[config.mk]
export PLATFORM = sky130hd
export DESIGN_NAME = plw_ctrl
export DESIGN_NICKNAME = d
export VERILOG_FILES = /design/src/sv/particle_landmark_weight_assert.svh /design/src/sv/plw_pkg.sv /design/src/sv/plw_ctrl.sv
export SDC_FILE = /design/constraint.sdc
export NUM_CORES = 1
export LEC_CHECK = 0
export BUFFER_PORTS_ARGS = -buffer_cell sky130_fd_sc_hd__buf_2
export CAP_MARGIN = 20
export CELL_PAD_IN_SITES_DETAIL_PLACEMENT = 2
export CELL_PAD_IN_SITES_GLOBAL_PLACEMENT = 2
export CORE_MARGIN = 2
export CORE_UTILIZATION = 29
export DETAILED_ROUTE_END_ITERATION = 8
export PLACE_DENSITY_LB_ADDON = 0.1
export SLEW_MARGIN = 20
export SYNTH_ARGS = -nofsm -noshare
export SYNTH_HDL_FRONTEND = slang
export SYNTH_SLANG_ARGS = --single-unit
[constraint.sdc]
create_clock -name aclk -period 4.7 [get_ports aclk]
set_clock_uncertainty 0.2 [all_clocks]
set_input_delay 0.94 -clock aclk [delete_from_list [all_inputs] [get_ports aclk]]
set_output_delay 0.94 -clock aclk [all_outputs]
set_load 0.01 [all_outputs]
[src/sv/particle_landmark_weight_assert.svh]
// assertion macros for the particle landmark weight block
// used by the top level only; no other dependencies
`ifndef PARTICLE_LANDMARK_WEIGHT_ASSERT_SVH
`define PARTICLE_LANDMARK_WEIGHT_ASSERT_SVH

// same-cycle implication, disabled while reset is low
`define PLW_ASSERT_SAME(label, clk, rstn, ante, cons, msg) \
    label: assert property (@(posedge clk) disable iff (!rstn) (ante) |-> (cons)) \
        else $error(msg);

// next-cycle implication, disabled while reset is low
`define PLW_ASSERT_NEXT(label, clk, rstn, ante, cons, msg) \
    label: assert property (@(posedge clk) disable iff (!rstn) (ante) |=> (cons)) \
        else $error(msg);

`endif

[src/sv/plw_pkg.sv]
// shared constants, field layout and control types for particle_landmark_weight
// no dependencies; used by every module of the block but plw_ram
package plw_pkg;

    // table and coordinate sizing
    localparam int MAX_LANDMARKS = 64;
    localparam int COORD_BITS    = 24;
    localparam int ADDR_BITS     = $clog2(MAX_LANDMARKS);
    localparam int COUNT_BITS    = $clog2(MAX_LANDMARKS + 1);

    // heading and transform arithmetic
    localparam int HEAD_BITS  = 16;
    localparam int FRAC_BITS  = 14;
    localparam int PROD_BITS  = COORD_BITS + HEAD_BITS;
    localparam int SHIFT_BITS = PROD_BITS + 2 - FRAC_BITS;
    localparam int MAP_BITS   = SHIFT_BITS + 1;
    localparam int DIFF_BITS  = MAP_BITS + 1;

    // distance arithmetic, differences clamped to 2^21
    localparam int CLAMP_BITS = 22;
    localparam int SQ_BITS    = 2 * CLAMP_BITS;
    localparam int DIST_BITS  = SQ_BITS + 1;

    // configuration register widths
    localparam int LCOUNT_BITS = 7;
    localparam int RANGE_BITS  = 41;
    localparam int COEF_BITS   = 16;
    localparam int LOG_BITS    = 32;

    // scoring arithmetic
    localparam int SCORE_SHIFT = 24;
    localparam int SPROD_BITS  = SQ_BITS + COEF_BITS;
    localparam int QSUM_BITS   = SPROD_BITS + 1;
    localparam int Q_BITS      = QSUM_BITS - SCORE_SHIFT;
    localparam int WIDE_BITS   = Q_BITS + 3;
    localparam logic [QSUM_BITS-1:0] ROUND_HALF = QSUM_BITS'(1) << (SCORE_SHIFT - 1);

    // configuration port
    localparam int CFG_INDEX_BITS = 3;
    localparam int CFG_DATA_BITS  = RANGE_BITS;
    localparam logic [CFG_INDEX_BITS-1:0] REG_LANDMARK_COUNT = 3'd0;
    localparam logic [CFG_INDEX_BITS-1:0] REG_RANGE_SQUARED  = 3'd1;
    localparam logic [CFG_INDEX_BITS-1:0] REG_COEF_X         = 3'd2;
    localparam logic [CFG_INDEX_BITS-1:0] REG_COEF_Y         = 3'd3;
    localparam logic [CFG_INDEX_BITS-1:0] REG_LOG_NORM       = 3'd4;
    localparam logic [CFG_INDEX_BITS-1:0] REG_MISS_PENALTY   = 3'd5;
    localparam logic signed [LOG_BITS-1:0] MISS_PENALTY_RESET = -32'sd181352;

    // request kinds carried in tuser
    localparam int OP_BITS = 2;
    localparam logic [OP_BITS-1:0] OP_LOAD = 2'd0;
    localparam logic [OP_BITS-1:0] OP_POSE = 2'd1;
    localparam logic [OP_BITS-1:0] OP_OBS  = 2'd2;

    // input tdata layout
    localparam int SLOT_BITS     = 6;
    localparam int SLOT_LSB      = 0;
    localparam int MARK_X_LSB    = SLOT_LSB + SLOT_BITS;
    localparam int MARK_Y_LSB    = MARK_X_LSB + COORD_BITS;
    localparam int POSE_X_LSB    = MARK_Y_LSB + COORD_BITS;
    localparam int POSE_Y_LSB    = POSE_X_LSB + COORD_BITS;
    localparam int COS_LSB       = POSE_Y_LSB + COORD_BITS;
    localparam int SIN_LSB       = COS_LSB + HEAD_BITS;
    localparam int OBS_X_LSB     = SIN_LSB + HEAD_BITS;
    localparam int OBS_Y_LSB     = OBS_X_LSB + COORD_BITS;
    localparam int IN_FIELD_BITS = OBS_Y_LSB + COORD_BITS;
    localparam int IN_DATA_BITS  = ((IN_FIELD_BITS + 7) / 8) * 8;

    // output tdata layout
    localparam int OUT_INDEX_LSB  = 0;
    localparam int OUT_WEIGHT_LSB = OUT_INDEX_LSB + SLOT_BITS;
    localparam int OUT_FIELD_BITS = OUT_WEIGHT_LSB + LOG_BITS;
    localparam int OUT_DATA_BITS  = ((OUT_FIELD_BITS + 7) / 8) * 8;
    localparam int OUT_PAD_BITS   = OUT_DATA_BITS - OUT_FIELD_BITS;

    // controller to datapath
    typedef struct packed {
        logic                 accept;
        logic                 xform_en;
        logic                 issue;
        logic [ADDR_BITS-1:0] issue_addr;
        logic                 score_en;
        logic                 load_out;
    } plw_cmd_t;

    // datapath to controller
    typedef struct packed {
        logic [COUNT_BITS-1:0] scan_count;
        logic                  pipe_busy;
    } plw_status_t;

endpackage

[src/sv/plw_ctrl.sv]
// controller state machine: request handshake, scan sequencing, output valid
// depends on plw_pkg
module plw_ctrl (
    input  logic                           aclk,
    input  logic                           aresetn,
    input  logic                           s_tvalid,
    input  logic [plw_pkg::OP_BITS-1:0]    s_op,
    input  logic                           m_tready,
    input  plw_pkg::plw_status_t           status,
    output logic                           s_tready,
    output logic                           m_tvalid,
    output plw_pkg::plw_cmd_t              cmd
);

    localparam logic [2:0] S_IDLE  = 3'd0;
    localparam logic [2:0] S_XFORM = 3'd1;
    localparam logic [2:0] S_SCAN  = 3'd2;
    localparam logic [2:0] S_DRAIN = 3'd3;
    localparam logic [2:0] S_SCORE = 3'd4;
    localparam logic [2:0] S_WRITE = 3'd5;

    logic [2:0]                     state_reg, state_next;
    logic [plw_pkg::COUNT_BITS-1:0] cnt_reg, cnt_next;
    logic                           out_valid_reg, out_valid_next;
    logic                           out_free;

    assign s_tready = (state_reg == S_IDLE);
    assign m_tvalid = out_valid_reg;
    assign out_free = !out_valid_reg || m_tready;

    always_comb begin
        state_next     = state_reg;
        cnt_next       = cnt_reg;
        cmd            = '0;
        cmd.accept     = s_tvalid && s_tready;
        cmd.issue_addr = cnt_reg[plw_pkg::ADDR_BITS-1:0];
        case (state_reg)
            S_IDLE: begin
                if (cmd.accept && (s_op == plw_pkg::OP_OBS)) begin
                    state_next = S_XFORM;
                end
            end
            S_XFORM: begin
                cmd.xform_en = 1'b1;
                cnt_next     = '0;
                if (status.scan_count == '0) begin
                    state_next = S_DRAIN;
                end else begin
                    state_next = S_SCAN;
                end
            end
            S_SCAN: begin
                cmd.issue = 1'b1;
                cnt_next  = cnt_reg + plw_pkg::COUNT_BITS'(1);
                if (cnt_next == status.scan_count) begin
                    state_next = S_DRAIN;
                end
            end
            S_DRAIN: begin
                if (!status.pipe_busy) begin
                    state_next = S_SCORE;
                end
            end
            S_SCORE: begin
                cmd.score_en = 1'b1;
                state_next   = S_WRITE;
            end
            S_WRITE: begin
                if (out_free) begin
                    cmd.load_out = 1'b1;
                    state_next   = S_IDLE;
                end
            end
            default: begin
                state_next = S_IDLE;
            end
        endcase
    end

    always_comb begin
        out_valid_next = out_valid_reg;
        if (cmd.load_out) begin
            out_valid_next = 1'b1;
        end else if (m_tready) begin
            out_valid_next = 1'b0;
        end
    end

    always_ff @(posedge aclk) begin
        if (!aresetn) begin
            state_reg     <= S_IDLE;
            cnt_reg       <= '0;
            out_valid_reg <= 1'b0;
        end else begin
            state_reg     <= state_next;
            cnt_reg       <= cnt_next;
            out_valid_reg <= out_valid_next;
        end
    end

endmodule

**Word level (Yosys, flattened, before mapping)**

Cells that the tools add are included.

- Flip-flop bits (word level): 11
- Bits of input ports: 14
- Output and inout bits: 13
- Logic and storage cells: 38

- $add $sub $neg: 1
- Equality and inequality tests: 11
- Mux-type cells: 14
- Reduce and logical (&&, ||, !) cells: 9

Operators by type and width:

| cell | count |
|---|---|
| 3-bit one-hot mux with 6 select lines | 1 |
| 7-bit one-hot mux with 2 select lines | 1 |
| 3-bit 2-to-1 mux | 4 |
| 1-bit 2-to-1 mux | 8 |
| 7-bit by 1-bit adder with 7-bit output, second input constant | 1 |
| 7-bit == test | 1 |
| 7-bit zero test | 1 |
| 3-bit by 2-bit == test with 1-bit output, second input constant | 2 |
| 3-bit == test, second input constant | 2 |
| 2-bit != test, second input constant | 3 |
| 4-bit AND reduction | 1 |
| 2-bit nonzero test | 2 |
| 3-bit by 1-bit == test with 1-bit output, second input constant | 1 |
| 3-bit zero test | 1 |
| 2-bit == test, second input constant | 1 |
| 1-bit logical AND | 2 |
| 2-bit by 1-bit != test with 1-bit output, second input constant | 1 |
| 1-bit zero test | 1 |
| 1-bit logical OR | 1 |

**Logic depth before layout (Yosys ltp)**

- Depth after elaboration: 5
- Mapped depth: 8
- Mapped depth without buffers: 7

**Least setup slack after synthesis**

OpenSTA, ideal clock, no wires.

- Kind: input -> output
- Start point: input m_tready
- End point: output cmd[0] (netlist bit)
- Arrival time: 1.353 ns
- Required time: 3.560 ns
- Path slack: 2.207 ns
- Stages: 3
- Path buffers: 1
- Cells stage by stage: nand2b_1 -> nor2b_1 -> buf_4

RTL lines:

| what | RTL line | RTL |
|---|---|---|
| from (decl) | plw_ctrl.sv:8 | `input logic m_tready,` |
| to (decl) | plw_ctrl.sv:12 | `output plw_pkg::plw_cmd_t cmd` |

==> out/qor.csv <==
stage,metric,value,unit
synthesis,yosys warns,0,
run,Max Cap Viol,0,
clocking,Num CTS Buffers,3,
clocking,root buf cell,clkbuf_4,
cells_and_area,layout cells sized above 1,28.0,%
timing,setup_tns,0,ns
synthesis,"synthesized-area fraction occupied by ao, oa, aoi and oai cells",20.4,%
synthesis,synth unique cells,40,
global_routing,GR Util All Layers,17.1,%
synthesis,post-synthesis async set-or-reset flop share,0,%
cells_and_area,max FFs per register,7,
cells_and_area,antenna cells,0,
route,routed len/inst,15.8,um
clocking,Resize count post-CTS,0,
timing,Hold Slack,0.389,ns
synthesis,synthesis-stage register bit count,11,
clocking,CTS tree,done,
timing,RSZ-0062 raised after global routing,no,
setup_path,Setup crit start kind,register,
placed_design,hpwl dp,1950,um
setup_path,Reg2Reg Setup Slack,2.60,ns
cells_and_area,P&R area growth vs syn,14.5,%
synthesis,post-synthesis mux area share,0,%
global_routing,initial antenna violation count,0,
die,Die Span Y,57.6,um
synthesis,Mapped Area,835,sq um
setup_path,crit path DAT,1.54,ns
global_routing,largest net degree at the start of global routing,13,
synthesis,Syn Nets,122,
die,Top-Level Pins,27,
synthesis,Synth top area share,26.4,%
clocking,Max clock buf depth,2,
synthesis,"Top FF cell, synth",dfxtp_1,
setup_path,peak fanout along the critical path,9,
synthesis,XOR/XNOR Fraction of Synth Area,8.40,%
cells_and_area,Final nets,141,
worst_hold_path,WHS Endpoint,m_tvalid,
global_routing,first-pass GRT wire length,4400,um
route,post-route ant nets,0,
run_status,status,completed,
worst_hold_path,Hold Path Class,reg -> reg,
setup_path,WP data required,3.56,ns
clocking,TritonCTS Sinks,11,
setup_path,RR Startpoint,cnt_reg[0],
route,initial DRC count,16,
synthesis,"EDFF count, synth",0,
die,Initial Util,30.5,%
synthesis,post-synthesis adder-cell area fraction,2.70,%
timing,Tmin final,2.68,ns
clocking,"CTS clk-pin slew, worst paths",0.08,ns
route,Vias/cell,5.27,
power_and_ir_drop,Leak,0.414,nW
setup_path,RR Endpoint,state_reg[0],
placed_design,gpl congestion,0.723,
worst_hold_path,worst hold path cell count,2,
synthesis,sequential area share after synthesis,26.4,%
clocking,setup bufs post-CTS,0,
synthesis,Post-Syn Instances,107,
die,full die area,0.00332,sq mm
clocking,Clock Latency Late Sink,0.28,ns
route,First-pass DRT Iterations,4,
die,Die W,57.6,um
setup_path,critical path class,reg -> out,
timing,fin crit share,56.9,%
timing,Max Fclk,0.374,GHz
placed_design,Port Buffers,26,
global_routing,GR Overflow Total,0,
worst_hold_path,Hold Crit Start,m_tvalid,
synthesis,post-synthesis simple-gate area fraction,32.8,%
clocking,hold_buf cts,0,
timing,slew margin rel.,77.9,%
cells_and_area,Non-Filler Instances,156,
route,via count,822,
die,Cell Rows,19,
global_routing,vias in the first global route,918,
synthesis,Synth area leader,dfxtp_1,
route,"wirelength, routed",2470,um
timing,Hold Fails Final Rpt,0,
setup_path,crit path capture type,output port,
timing,"Slew Viols, Final",0,
synthesis,Commonest cells post-synth,"dfxtp_1 (11), nor2_1 (8), buf_4 (7), nand2_1 (7), nor3_1 (6)",
timing,worst-margin pin slew,0.331,ns
synthesis,largest family of logic cells by synthesized area,simple AND/OR/NAND/NOR gates,
timing,final setup fails,0,
synthesis,"top cells by area, synth","dfxtp_1 (26%), buf_4 (6.3%), xnor2_1 (4.2%), xor2_1 (4.2%), nor2b_1 (3.7%)",
route,residual DRC count,0,
clocking,CTS H-tree lvls,1,
power_and_ir_drop,PD cells,226,mW/mm^2
die,core area,0.00273,sq mm
power_and_ir_drop,VDD IR-drop max,0.132,mV
synthesis,"count leader, synth",dfxtp_1,
synthesis,mean post-synth cell area,7.80,sq um
placed_design,DP Cell Count,152,
setup_path,R2R depth,6,
==> per-layer routing <==
metal | share of wire (%) | vias to the layer above | global-route usage, %
met1 | 47 | 394 | 22.6
met2 | 47 | 18 | 27.4
li1 | - | 408 | -
met4 | 0.65 | 0 | 3.99
met3 | 5.1 | 2 | 5.13
met5 | 0 | - | 0
==> area by class of cell <==
cell class | instances | area [sq um]
Timing Repair Buffer | 26 | 130
Fill cell | 327 | 1780
Multi-Input combinational cell | 83 | 537
Sequential cell | 11 | 220
Clock buffer | 4 | 26.3
Inverter | 1 | 3.75
Tap cell | 31 | 38.8
==> per-stage QoR <==
| step | setup slack, ns | cell area, sq um | power, mW | util (%) |
|---|---|---|---|---|
| final | 2.02 | 956 | 0.216 | 35.0 |
| after global routing | 1.85 | 956 | 0.230 | 35.0 |
| after CTS | 1.99 | 956 | 0.221 | 35.0 |
| after detailed placement | 2.06 | 930 | 0.150 | 34.0 |
| after global placement | 2.10 | 930 | 0.148 | 34.0 |
| after floorplan | 2.21 | 835 | 0.131 | - |
==> worst max-delay path by stage <==
stage	startpoint	to
finish	state_reg[2]	cmd[8]
floorplan	m_tready	cmd[0]
global route	state_reg[2]	cmd[8]
detailed placement	m_tready	cmd[0]
CTS	state_reg[2]	cmd[8]
global placement	m_tready	cmd[0]
==> cells by family after synthesis <==
group,after synthesis
compound gates,25
xor+xnor,8
fa+ha+maj,2
buf+inv,13
flops,11
simple gates,48
==> power by group <==
group / internal (mW) / switching [mW]
clock: 0.0329 / 0.0363
sequential: 0.0954 / 0.00479
combinational: 0.0207 / 0.0254
==> critical path, cell delays in order (launching register included) <==
cell and delay, ns:
dfxtp_1 0.41, nor2_1 0.22, nand2_1 0.24, inv_2 0.23, buf_2 0.16
==> cells in the final DEF, fill, tap and decap left out, drive strengths merged, types with 5 or more instances in the layout <==
master  synthesis  routed
a21oi           5       5
buf             9      26
dfxtp          11      11
nand2           7       7
nor2            9       9
nor2b           5       5
nor3            6       6
o21ai           5       5
No activity file was read; power rests on OpenSTA's default activity.
